$ cat config.mk
export PLATFORM = sky130hd
export DESIGN_NAME = dksis_ram
export DESIGN_NICKNAME = d
export VERILOG_FILES = /design/src/rtl/core/dksis_pkg.sv /design/src/rtl/core/dksis_ram.sv
export SDC_FILE = /design/constraint.sdc
export NUM_CORES = 1
export LEC_CHECK = 0
export BUFFER_PORTS_ARGS = -buffer_cell sky130_fd_sc_hd__buf_2
export CORE_MARGIN = 4
export CORE_UTILIZATION = 45
export DETAILED_ROUTE_END_ITERATION = 12
export PLACE_DENSITY_LB_ADDON = 0.3
export SYNTH_ARGS = -nofsm -noshare
export SYNTH_HDL_FRONTEND = slang
export SYNTH_SLANG_ARGS = --single-unit
export TNS_END_PERCENT = 100
$ cat constraint.sdc
create_clock -name clk_i -period 3.04 [get_ports clk_i]
set_input_delay 0.608 -clock clk_i [delete_from_list [all_inputs] [get_ports clk_i]]
set_output_delay 0.608 -clock clk_i [all_outputs]
set_load 0.05 [all_outputs]
$ cat src/rtl/core/dksis_pkg.sv
// Package for the dual-key stable insertion sorter: defaults, record layout, shared types.
`default_nettype none

package dksis_pkg;

  localparam int unsigned CAPACITY_DEF   = 64;
  localparam int unsigned COORD_BITS_DEF = 16;
  localparam int unsigned TAG_BITS       = 16;

  // Sorted-list record: {key, head_tag, kind, tag}
  localparam int unsigned REC_TAG_LSB  = 0;
  localparam int unsigned REC_KIND_BIT = TAG_BITS;
  localparam int unsigned REC_HEAD_LSB = TAG_BITS + 1;
  localparam int unsigned REC_KEY_LSB  = 2 * TAG_BITS + 1;

  // Result load strobe from sequencer to output register
  typedef struct packed {
    logic load;
    logic last;
    logic ovf;
  } dksis_emit_t;

endpackage

`default_nettype wire

$ cat src/rtl/core/dksis_ram.sv
// Simple dual-port RAM, one write and one registered read per cycle.
`default_nettype none

module dksis_ram #(
  parameter int unsigned DEPTH = dksis_pkg::CAPACITY_DEF,
  parameter int unsigned WIDTH = 8,
  localparam int unsigned AW   = $clog2(DEPTH)
) (
  input  wire logic             clk_i,
  input  wire logic             we_i,
  input  wire logic [AW-1:0]    waddr_i,
  input  wire logic [WIDTH-1:0] wdata_i,
  input  wire logic             re_i,
  input  wire logic [AW-1:0]    raddr_i,
  output logic      [WIDTH-1:0] rdata_o
);

  logic [WIDTH-1:0] mem [DEPTH];

  always_ff @(posedge clk_i) begin
    if (we_i) begin
      mem[waddr_i] <= wdata_i;
    end
  end

  always_ff @(posedge clk_i) begin
    if (re_i) begin
      rdata_o <= mem[raddr_i];
    end
  end

endmodule

`default_nettype wire

==> run metrics <==
status=complete, no violations; CP peak stage delay=approximately 0.55 ns; final wirelength=~45000 µm; Die X=approximately 220 µm; Hold Buf Count CTS=0; final period utilization=0.745; Worst Path Max Fanout=10; Layout area overhead=16.1%; startpoint types=primary input; CP endpoint kind=flip-flop; Final nets=approximately 1.1k; post-CTS setup buffers=0; Die ar.=48500 µm²; H-tree levels=2; first-pass GRT wire length=66900 µm; RSZ-0062 raised after global routing=no; Worst Tran Pin Value=between 1 and 1.5 ns; P_leak=about 7.5 nW; Starting Density=0.457; share of async-settable or async-resettable flops after synthesis=0; slowest cell on the critical path=mux4_2; Pwr Total=between 15 and 20 mW; Post-CTS Resized=0; proportion of layout cells with a drive suffix above 1=0.318; grt ovf=0; power per cell area=~640 nW/µm²; CP cell instances=clkbuf_8 -> buf_12 -> buf_4 -> mux4_2 -> mux2i_1 -> o2111ai_1 -> nand2_1 -> o2bb2ai_1; CTS tree=built; Mean Syn Cell Area=between 20 and 25 µm²; FILL cells=between 3k and 4k; post-route ant nets=0; Max Cap Viol=0; Sequential cell area=between 15000 and 20000 µm²; Area contributors post-synth=edfxtp_1 (77%), mux4_2 (14%), nor2_1 (1.5%); # IOs=31; Post-Syn Nets=just under 1k; Total Routing Usage GR=0.189; vias in the first global route=10.2k; clock skew=0.0190 ns; CTS Sinks=520; Post-synth EDFFs=520; clk buf depth=3; routed vias/inst=5.73; CTS Buf Count=53; Worst slew margin=0.224; biggest area consumer among synthesized cells=edfxtp_1; Worst-Skew Late Latency=roughly 0.58 ns; CP required=roughly 3.4 ns; Tmin final=about 2.3 ns; FMAX=around 440 MHz; CTS root buf=clkbuf_16; area of the multi-input gates=4320 µm²; Detailed Place HPWL=roughly 29000 µm; Yosys warnings=0; routed len/inst=about 26 µm; Setup TNS Final=0 ns; synthesis-stage register bit count=between 500 and 600; DR vias=between 9k and 10k; predominant post-synthesis flop cell=edfxtp_1; Core ar.=between 40000 and 50000 µm²; Yosys top cell area share=0.771; initial antenna violation count=4; sequential area share after synthesis=0.771; largest net degree at the start of global routing=65; Post-Syn Area=about 20000 µm²; PortBufs=30; Hold Path Class=in2reg; Synth cell types=39; final hold vios=0; critical path class=in2reg; worst path arrival time=2.60 ns; Pins Over Slew Limit=0; Final GP Congestion=~0.82; # rows=77; DR iter-0 viols=about 1.0k; Synth Instances=940; Worst VDD drop=a little under 400 µV; drt first pass iters=5; clock-pin slew on the worst setup and hold paths=about 0.07 ns; Final setup viols=0; DRC Markers=0; die span in y=between 200 and 250 µm
==> sequential cells by signal (all words and copies together) (netlist names) <==
| register | count |
|---|---|
| rdata_o | 8 |
| mem | 512 |
==> placed cells by master (no fill, tap or decap), types with 9 or more instances in the layout <==
cell	synthesis	final
buf_12	2	12
buf_2	11	27
buf_4	13	100
clkbuf_1	17	9
clkbuf_16	0	53
edfxtp_1	520	520
mux2_2	13	13
mux2i_1	23	23
mux4_2	126	126
nand2_1	19	19
nand3_1	13	13
nor2_1	83	83
nor2b_1	14	14
==> cells in the mapped netlist (8+ instances only) <==
cell and count:
edfxtp_1 520, mux4_2 126, nor2_1 83, mux2i_1 23, nand2_1 19, clkbuf_1 17, nor2b_1 14, buf_4 13
mux2_2 13, nand3_1 13, buf_2 11, o221ai_1 8, o22ai_1 8
==> cells by family after synthesis <==
family / count (synthesis) / share of synthesized area
AO/OA/AOI/OAI: 54 / 0.0206
buffers and inverters: 51 / 0.0156
flip-flops: 520 / 0.771
multiplexers: 162 / 0.159
AND/OR/NAND/NOR: 153 / 0.0337
==> metal layers <==
metal	part of all wire	GRT usage	wire, µm
met1	0.42	0.267	18600
met2	0.48	0.295	21400
met4	0.022	0.0528	960
met5	0.00090	0	40
met3	0.083	0.0501	3710
==> worst paths after layout <==
path	from	to	slack, ns	cells past startpoint
hold / removal	wdata_i[3]	mem[48][3]$_DFFE_PP_	0.30	1
hold reg to reg	mem[4][7]$_DFFE_PP_	rdata_o[7]$_DFFE_PP_	0.89	4
setup reg to reg	mem[29][4]$_DFFE_PP_	rdata_o[4]$_DFFE_PP_	0.82	5
setup / recovery	raddr_i[0]	rdata_o[0]$_DFFE_PP_	0.77	8
==> through the flow <==
stage	utilization	hold WS, ns	std cells	area (µm²)	setup slack [ns]
after detailed placement	0.492	0.896	1621	21800	0.144
after floorplan	-	0.707	940	20200	0.626
after global placement	0.492	0.892	1621	21800	0.103
after global routing	0.530	0.290	1714	23500	0.661
after CTS	0.530	0.269	1714	23500	0.760
final	0.530	0.301	1715	23500	0.774
==> critical path: cells and delay by family <==
kind | cells | cell delay [ns]
compound gates | 2 | 0.40
buf+inv | 3 | 0.64
mux | 2 | 0.71
simple gates | 1 | 0.21
==> area by class of cell <==
type                       count  share of cell area
antenna                        1            0.000106
clock buffer                  62              0.0579
tap                          592              0.0315
multi-input combinational    369               0.184
clock inverter                31              0.0141
timing repair buffer         140              0.0485
sequential                   520               0.664
==> power by group <==
group | switching (mW) | leakage (nW) | internal [mW] | total, mW
combinational | 0.488 | 2.03 | 0.311 | 0.799
sequential | 0.0193 | 4.69 | 7.95 | 7.97
clock | 2.59 | 0.815 | 3.71 | 6.30
No activity file was read; power rests on OpenSTA's default activity.
