File: config.mk
export PLATFORM = sky130hd
export DESIGN_NAME = dksis_ctrl_flat
export DESIGN_NICKNAME = d
export VERILOG_FILES = /design/src/rtl/core/dksis_pkg.sv /design/src/rtl/core/dksis_if.sv /design/src/rtl/core/dksis_ctrl.sv /design/src/flat_wrapper.sv
export SDC_FILE = /design/constraint.sdc
export NUM_CORES = 1
export LEC_CHECK = 0
export ABC_AREA = 1
export BUFFER_PORTS_ARGS = -buffer_cell sky130_fd_sc_hd__buf_2
export CORE_UTILIZATION = 40
export CTS_CLUSTER_DIAMETER = 80
export DETAILED_ROUTE_END_ITERATION = 7
export MAX_ROUTING_LAYER = met4
export PLACE_DENSITY = 0.7
export RECOVER_POWER = 50
export SLEW_MARGIN = 20
export SYNTH_ARGS = -nofsm -noshare
export SYNTH_HDL_FRONTEND = slang
export SYNTH_SLANG_ARGS = --single-unit
File: constraint.sdc
create_clock -name clk_i -period 8.05 [get_ports clk_i]
set_clock_uncertainty 0.2 [all_clocks]
set_input_delay 1.61 -clock clk_i [delete_from_list [all_inputs] [get_ports clk_i]]
set_output_delay 1.61 -clock clk_i [all_outputs]
set_load 0.02 [all_outputs]
File: src/rtl/core/dksis_pkg.sv
// Package for the dual-key stable insertion sorter: defaults, record layout, shared types.
`default_nettype none

package dksis_pkg;

  localparam int unsigned CAPACITY_DEF   = 64;
  localparam int unsigned COORD_BITS_DEF = 16;
  localparam int unsigned TAG_BITS       = 16;

  // Sorted-list record: {key, head_tag, kind, tag}
  localparam int unsigned REC_TAG_LSB  = 0;
  localparam int unsigned REC_KIND_BIT = TAG_BITS;
  localparam int unsigned REC_HEAD_LSB = TAG_BITS + 1;
  localparam int unsigned REC_KEY_LSB  = 2 * TAG_BITS + 1;

  // Result load strobe from sequencer to output register
  typedef struct packed {
    logic load;
    logic last;
    logic ovf;
  } dksis_emit_t;

endpackage

`default_nettype wire

File: src/rtl/core/dksis_if.sv
// Item and result channel interfaces of the dual-key stable insertion sorter.
`default_nettype none

interface dksis_item_if #(
  parameter int unsigned COORD_BITS = dksis_pkg::COORD_BITS_DEF
);
  import dksis_pkg::*;

  logic                         valid;
  logic                         ready;
  logic [TAG_BITS-1:0]          item_tag;
  logic                         item_kind;
  logic signed [COORD_BITS-1:0] x_coord;
  logic signed [COORD_BITS-1:0] y_coord;
  logic                         last_item;

  modport source (output valid, item_tag, item_kind, x_coord, y_coord, last_item,
                  input ready);
  modport sink   (input valid, item_tag, item_kind, x_coord, y_coord, last_item,
                  output ready);
endinterface


`default_nettype wire

File: src/rtl/core/dksis_ctrl.sv
// Sequencer with the shared key comparator: insertion scans and rank readout.
`default_nettype none

module dksis_ctrl #(
  parameter int unsigned CAPACITY   = dksis_pkg::CAPACITY_DEF,
  parameter int unsigned COORD_BITS = dksis_pkg::COORD_BITS_DEF,
  localparam int unsigned AW   = $clog2(CAPACITY),
  localparam int unsigned RW   = COORD_BITS + 2 * dksis_pkg::TAG_BITS + 1
) (
  input  wire logic              clk_i,
  input  wire logic              rst_ni,
  dksis_item_if.sink             item_i,
  output logic                   rd_en_o,
  output logic [AW-1:0]          rd_addr_o,
  input  wire logic [RW-1:0]     x_rdata_i,
  input  wire logic [RW-1:0]     y_rdata_i,
  output logic                   x_we_o,
  output logic                   y_we_o,
  output logic [AW-1:0]          wr_addr_o,
  output logic [RW-1:0]          wr_data_o,
  output dksis_pkg::dksis_emit_t emit_o,
  input  wire logic              out_free_i
);
  import dksis_pkg::*;

  localparam int unsigned CNTW = $clog2(CAPACITY + 1);

  typedef enum logic [4:0] {
    ST_IDLE  = 5'b00001,
    ST_FIRST = 5'b00010,
    ST_SCAN  = 5'b00100,
    ST_LOAD  = 5'b01000,
    ST_EMIT  = 5'b10000
  } dksis_state_e;

  dksis_state_e state_q, state_d;
  logic [CNTW-1:0] fill_q, fill_d;
  logic            ovf_q, ovf_d;
  logic            pass_q, pass_d;
  logic [AW-1:0]   pos_q, pos_d;

  logic [TAG_BITS-1:0]          tag_q;
  logic                         kind_q;
  logic signed [COORD_BITS-1:0] x_q, y_q;
  logic                         last_q;

  logic                         accept;
  logic                         full;
  logic                         we;
  logic [RW-1:0]                rd_rec;
  logic signed [COORD_BITS-1:0] rd_key, key;
  logic                         key_gt, key_eq;
  logic [TAG_BITS-1:0]          head_tag;
  logic [RW-1:0]                new_rec;

  assign item_i.ready = (state_q == ST_IDLE);
  assign accept       = item_i.valid && (state_q == ST_IDLE);
  assign full         = (fill_q == CNTW'(CAPACITY));

  // shared comparator
  assign rd_rec   = pass_q ? y_rdata_i : x_rdata_i;
  assign rd_key   = signed'(rd_rec[REC_KEY_LSB +: COORD_BITS]);
  assign key      = pass_q ? y_q : x_q;
  assign key_gt   = rd_key > key;
  assign key_eq   = rd_key == key;
  assign head_tag = ((state_q == ST_SCAN) && key_eq) ? rd_rec[REC_HEAD_LSB +: TAG_BITS]
                                                     : tag_q;
  assign new_rec  = {key, head_tag, kind_q, tag_q};

  assign x_we_o = we && !pass_q;
  assign y_we_o = we && pass_q;

  always_ff @(posedge clk_i) begin
    if (accept) begin
      tag_q  <= item_i.item_tag;
      kind_q <= item_i.item_kind;
      x_q    <= item_i.x_coord;
      y_q    <= item_i.y_coord;
      last_q <= item_i.last_item;
    end
  end

  always_comb begin
    state_d   = state_q;
    fill_d    = fill_q;
    ovf_d     = ovf_q;
    pass_d    = pass_q;
    pos_d     = pos_q;
    rd_en_o   = 1'b0;
    rd_addr_o = pos_q - AW'(1);
    we        = 1'b0;
    wr_addr_o = pos_q;
    wr_data_o = new_rec;
    emit_o    = '0;
    unique case (state_q)
      ST_IDLE: begin
        if (accept) begin
          if (full) begin
            ovf_d = 1'b1;
            if (item_i.last_item) begin
              rd_en_o   = 1'b1;
              rd_addr_o = '0;
              pos_d     = '0;
              state_d   = ST_EMIT;
            end
          end else begin
            pass_d  = 1'b0;
            pos_d   = fill_q[AW-1:0];
            state_d = ST_FIRST;
          end
        end
      end
      ST_FIRST, ST_SCAN: begin
        if (state_q == ST_SCAN && key_gt) begin
          we        = 1'b1;
          wr_data_o = rd_rec;
          pos_d     = pos_q - AW'(1);
          if (pos_q == AW'(1)) begin
            state_d = ST_FIRST;
          end else begin
            rd_en_o   = 1'b1;
            rd_addr_o = pos_q - AW'(2);
            state_d   = ST_SCAN;
          end
        end else if (state_q == ST_FIRST && pos_q != '0) begin
          rd_en_o = 1'b1;
          state_d = ST_SCAN;
        end else begin
          we = 1'b1;
          if (!pass_q) begin
            pass_d  = 1'b1;
            pos_d   = fill_q[AW-1:0];
            state_d = ST_FIRST;
          end else begin
            fill_d = fill_q + CNTW'(1);
            if (last_q) begin
              pos_d   = '0;
              state_d = ST_LOAD;
            end else begin
              state_d = ST_IDLE;
            end
          end
        end
      end
      ST_LOAD: begin
        rd_en_o   = 1'b1;
        rd_addr_o = '0;
        state_d   = ST_EMIT;
      end
      ST_EMIT: begin
        if (out_free_i) begin
          emit_o.load = 1'b1;
          emit_o.ovf  = ovf_q;
          emit_o.last = (CNTW'(pos_q) + CNTW'(1)) == fill_q;
          if (emit_o.last) begin
            fill_d  = '0;
            ovf_d   = 1'b0;
            state_d = ST_IDLE;
          end else begin
            rd_en_o   = 1'b1;
            rd_addr_o = pos_q + AW'(1);
            pos_d     = pos_q + AW'(1);
          end
        end
      end
      default: state_d = ST_IDLE;
    endcase
  end

  always_ff @(posedge clk_i or negedge rst_ni) begin
    if (!rst_ni) begin
      state_q <= ST_IDLE;
      fill_q  <= '0;
      ovf_q   <= 1'b0;
      pass_q  <= 1'b0;
      pos_q   <= '0;
    end else begin
      state_q <= state_d;
      fill_q  <= fill_d;
      ovf_q   <= ovf_d;
      pass_q  <= pass_d;
      pos_q   <= pos_d;
    end
  end

`ifndef SYNTHESIS
  a_fill_bound: assert property (@(posedge clk_i) disable iff (!rst_ni)
    fill_q <= CNTW'(CAPACITY))
    else $error("fill count beyond capacity");

  a_write_in_scan: assert property (@(posedge clk_i) disable iff (!rst_ni)
    (x_we_o || y_we_o) |-> (state_q == ST_FIRST || state_q == ST_SCAN))
    else $error("list write outside an insertion pass");

  a_last_clears: assert property (@(posedge clk_i) disable iff (!rst_ni)
    (emit_o.load && emit_o.last) |=> (state_q == ST_IDLE && fill_q == '0 && !ovf_q))
    else $error("set not cleared after final rank");

  a_drop_flags: assert property (@(posedge clk_i) disable iff (!rst_ni)
    (accept && full && !item_i.last_item) |=> (state_q == ST_IDLE && ovf_q))
    else $error("dropped request not flagged");
`endif

endmodule

`default_nettype wire

File: src/flat_wrapper.sv
// flat-port wrapper written by rule: the top's interface ports become plain ports
module dksis_ctrl_flat import dksis_pkg::*;
#(
  parameter int unsigned CAPACITY   = dksis_pkg::CAPACITY_DEF,
  parameter int unsigned COORD_BITS = dksis_pkg::COORD_BITS_DEF,
  localparam int unsigned AW   = $clog2(CAPACITY),
  localparam int unsigned RW   = COORD_BITS + 2 * dksis_pkg::TAG_BITS + 1
)
  (clk_i, rst_ni, rd_en_o, rd_addr_o, x_rdata_i, y_rdata_i, x_we_o, y_we_o, wr_addr_o, wr_data_o, emit_o, out_free_i, item_i_valid, item_i_item_tag, item_i_item_kind, item_i_x_coord, item_i_y_coord, item_i_last_item, item_i_ready);
  dksis_item_if #(.COORD_BITS(COORD_BITS)) item_i_i ();
  input  wire logic clk_i;
  input  wire logic rst_ni;
  output logic rd_en_o;
  output logic [AW-1:0] rd_addr_o;
  input  wire logic [RW-1:0] x_rdata_i;
  input  wire logic [RW-1:0] y_rdata_i;
  output logic x_we_o;
  output logic y_we_o;
  output logic [AW-1:0] wr_addr_o;
  output logic [RW-1:0] wr_data_o;
  output dksis_pkg::dksis_emit_t emit_o;
  input  wire logic out_free_i;
  input wire logic [$bits(item_i_i.valid)-1:0] item_i_valid;
  input wire logic [$bits(item_i_i.item_tag)-1:0] item_i_item_tag;
  input wire logic [$bits(item_i_i.item_kind)-1:0] item_i_item_kind;
  input wire logic [$bits(item_i_i.x_coord)-1:0] item_i_x_coord;
  input wire logic [$bits(item_i_i.y_coord)-1:0] item_i_y_coord;
  input wire logic [$bits(item_i_i.last_item)-1:0] item_i_last_item;
  output wire logic [$bits(item_i_i.ready)-1:0] item_i_ready;
  assign item_i_i.valid = item_i_valid;
  assign item_i_i.item_tag = item_i_item_tag;
  assign item_i_i.item_kind = item_i_item_kind;
  assign item_i_i.x_coord = item_i_x_coord;
  assign item_i_i.y_coord = item_i_y_coord;
  assign item_i_i.last_item = item_i_last_item;
  assign item_i_ready = item_i_i.ready;
  dksis_ctrl #(.CAPACITY(CAPACITY), .COORD_BITS(COORD_BITS)) u_core (.clk_i(clk_i), .rst_ni(rst_ni), .item_i(item_i_i), .rd_en_o(rd_en_o), .rd_addr_o(rd_addr_o), .x_rdata_i(x_rdata_i), .y_rdata_i(y_rdata_i), .x_we_o(x_we_o), .y_we_o(y_we_o), .wr_addr_o(wr_addr_o), .wr_data_o(wr_data_o), .emit_o(emit_o), .out_free_i(out_free_i));
endmodule
==> flow_metrics.tcl <==
set metrics [dict create \
    synth.distinct_cells 42 \
    syn_area_um2 5450 \
    worstPathMaxFanout 49 \
    dp_slack_ns 1.68 \
    final_util_pct 52.3 \
    outcome "finished, violations left" \
    grt_setup_unrepaired "false" \
    yosysMostFrequentCell "nand2_1" \
    avgRoutedWirePerCell_um 15.5 \
    arrival_ns 4.95 \
    ys_top_cells_by_area "edfxtp_1 (28%), nand2_1 (15%), dfrtp_1 (8.7%)" \
    numPortBuffers 219 \
    slew_violations 51 \
    core.rowCount 42 \
    cts_buffers 9 \
    setup_slack_ns 1.29 \
    hold_class "register to register" \
    antenna_found_initial 3 \
    fin_crit_sh_pct 84.0 \
    synth-async-reset-ratio_pct 28.6 \
    drv_cap 1 \
    initial_core_util_pct 41.0 \
    ys.flop_type "edfxtp_1" \
    drt_iter0_markers 324 \
    clock_latency_ns 0.34 \
    ys_seq_area_share_pct 36.7 \
    drive_gt1_share_pct 28.6 \
    postCtsSetupBuffers 0 \
    syn_inst 734 \
    dr.pass1.iters 5 \
    postRouteAntennaNets 0 \
    finalSetupTns_ns 0 \
    synth.net_count 911 \
    cts-resized-gates 0 \
    drc 0 \
    die_h_um 119 \
    fin_nets 1113 \
    synth_area_leader_cell "edfxtp_1" \
    fillers 1320 \
    power_density_nw_per_um2 351 \
    violations "capacitance limit, slew limit" \
    core_area_um2 13300 \
    netlist.area_leader.share_pct 27.5 \
    worst_ep_required_time_ns 6.24 \
    gp_congestion 0.973 \
    start_kind "register" \
    grt_pass1_wl_um 27200 \
    ys_seq_elements 70 \
    chipWidth_um 119 \
    die_area_um2 14100 \
    hold_buffers 0 \
    area_growth_pct 27.5 \
    clk_pin_slew_ns 0.06 \
    hold_viol 0 \
    cts_tree "yes" \
    worst_slew_pin_slew_ns 2.73 \
    syn_area_per_cell_um2 7.43 \
    finalSetupViolations 0 \
    track_usage_pct 25.7 \
    via_count 5723 \
    max_freq_mhz 148 \
    ys_warn_count 0 \
    via_per_inst 5.11 \
    path_class "register to output port" \
    clockRootBuffer "clkbuf_16" \
    overflow 0 \
    synth-edff-count 50 \
    grt_pass1_vias 5238 \
    cts.htree.levels 3 \
    cts_buffer_depth 2 \
    routed_wl_um 17300 \
    p_leak_nw 3.51 \
    relSlewSlack_pct -81.8 \
    ys_top_cells_by_count "nand2_1 (224), nor2_1 (117), inv_1 (55)" \
    cp-end-kind "output port" \
    boundaryPins 220 \
    min_period_ns 6.76 \
    clkSinkCount 70 \
    hpwl_um 13500 \
    grt_max_degree 51 \
    ir_drop_mv 0.139 \
]
-- critical path: stages (launching register included) --
cell,delay [ns]
dfrtp_2,0.75
clkinv_1,0.88
nand2_1,0.23
nand2_1,0.10
ha_1,0.36
nand2_1,0.12
nor2_1,0.06
nand2_1,0.09
nor3_2,0.06
nor2_2,0.42
nand3_4,0.58
buf_4,0.44
o31ai_2,0.29
buf_2,0.23
-- report_power, final --
group / internal, mW / switching, mW
sequential: 0.497 / 0.0841
combinational: 0.474 / 0.967
clock: 0.271 / 0.150
-- worst paths after layout --
kind / cells after the start / start / slack [ns] / endpoint
min in group asynchronous: 1 / rst_ni / 1.28 / u_core.wr_addr_o[3]
min reg2reg: 2 / u_core.ovf_q / 0.29 / u_core.ovf_q
max reg2reg: 13 / u_core.pass_q / 3.39 / u_core.wr_addr_o[1]
min: 2 / u_core.ovf_q / 0.29 / u_core.ovf_q
max in group asynchronous: 1 / rst_ni / 5.57 / u_core.pass_q
max: 13 / u_core.pass_q / 1.29 / wr_data_o[15]
-- flip-flops by register name (all words and copies together) (netlist names) --
name / cells
u_core.y_q: 16
u_core.x_q: 16
u_core.kind_q: 1
u_core.last_q: 1
u_core.tag_q: 16
u_core.ovf_q: 1
u_core.state_q: 5
u_core.wr_addr_o: 6
u_core.fill_q: 7
u_core.pass_q: 1
-- stage by stage --
stage	total power [mW]	std cells	hold WS, ns	cell area (um^2)
2_1_floorplan	1.61	734	0.245	5450
3_3_place_gp	2.01	1101	0.275	6650
3_5_place_dp	2.02	1101	0.272	6650
4_1_cts	2.45	1117	0.292	6960
5_1_grt	2.64	1120	0.333	6950
6_report	2.44	1120	0.292	6950
-- layout by cell type, fill, tap and decap left out, types with 2 or more instances in the layout --
cell and instances:
nand2_1 224, buf_2 217, nor2_1 116, inv_1 56
edfxtp_1 50, nand3_1 46, a21oi_1 44, mux2i_1 32
ha_1 25, nand4_1 20, dfrtp_1 18, o31ai_2 17
xor2_1 10, clkbuf_16 9, clkbuf_1 6, buf_4 5
nor3_1 4, o21ai_0 4, diode_2 3, inv_2 3
clkinv_1 3, nor4_1 3, nor2_4 2, o21ai_1 2
nand2_2 2, nand3_2 2, a32oi_1 2, bufinv_16 2
-- layout make-up --
type | count | area, um^2 | share of cell area [%]
clock inverter | 4 | 72.6 | 1.04
clock buffer | 12 | 236 | 3.40
inverter | 61 | 229 | 3.29
sequential | 70 | 2000 | 28.8
timing repair buffer | 225 | 1130 | 16.3
antenna | 3 | 7.51 | 0.108
multi-input combinational | 569 | 3050 | 43.8
tap | 176 | 220 | 3.17
-- layer usage --
layer  GRT usage (%)  routed length, um  up-vias
met1            30.7               7190     2634
met3            5.50               1220       34
met2            41.7               8380      211
li1                -                  -     2844
met4            11.6                533        0
met5               -                  0        -
-- cells by family after synthesis --
logic type | share of synthesized area (%)
simple gates | 32.9
buf+inv | 7.43
compound gates | 9.52
flops | 36.7
mux | 5.87
fa+ha+maj | 5.74
xor+xnor | 1.77
Power figures use the tool's default switching activity.
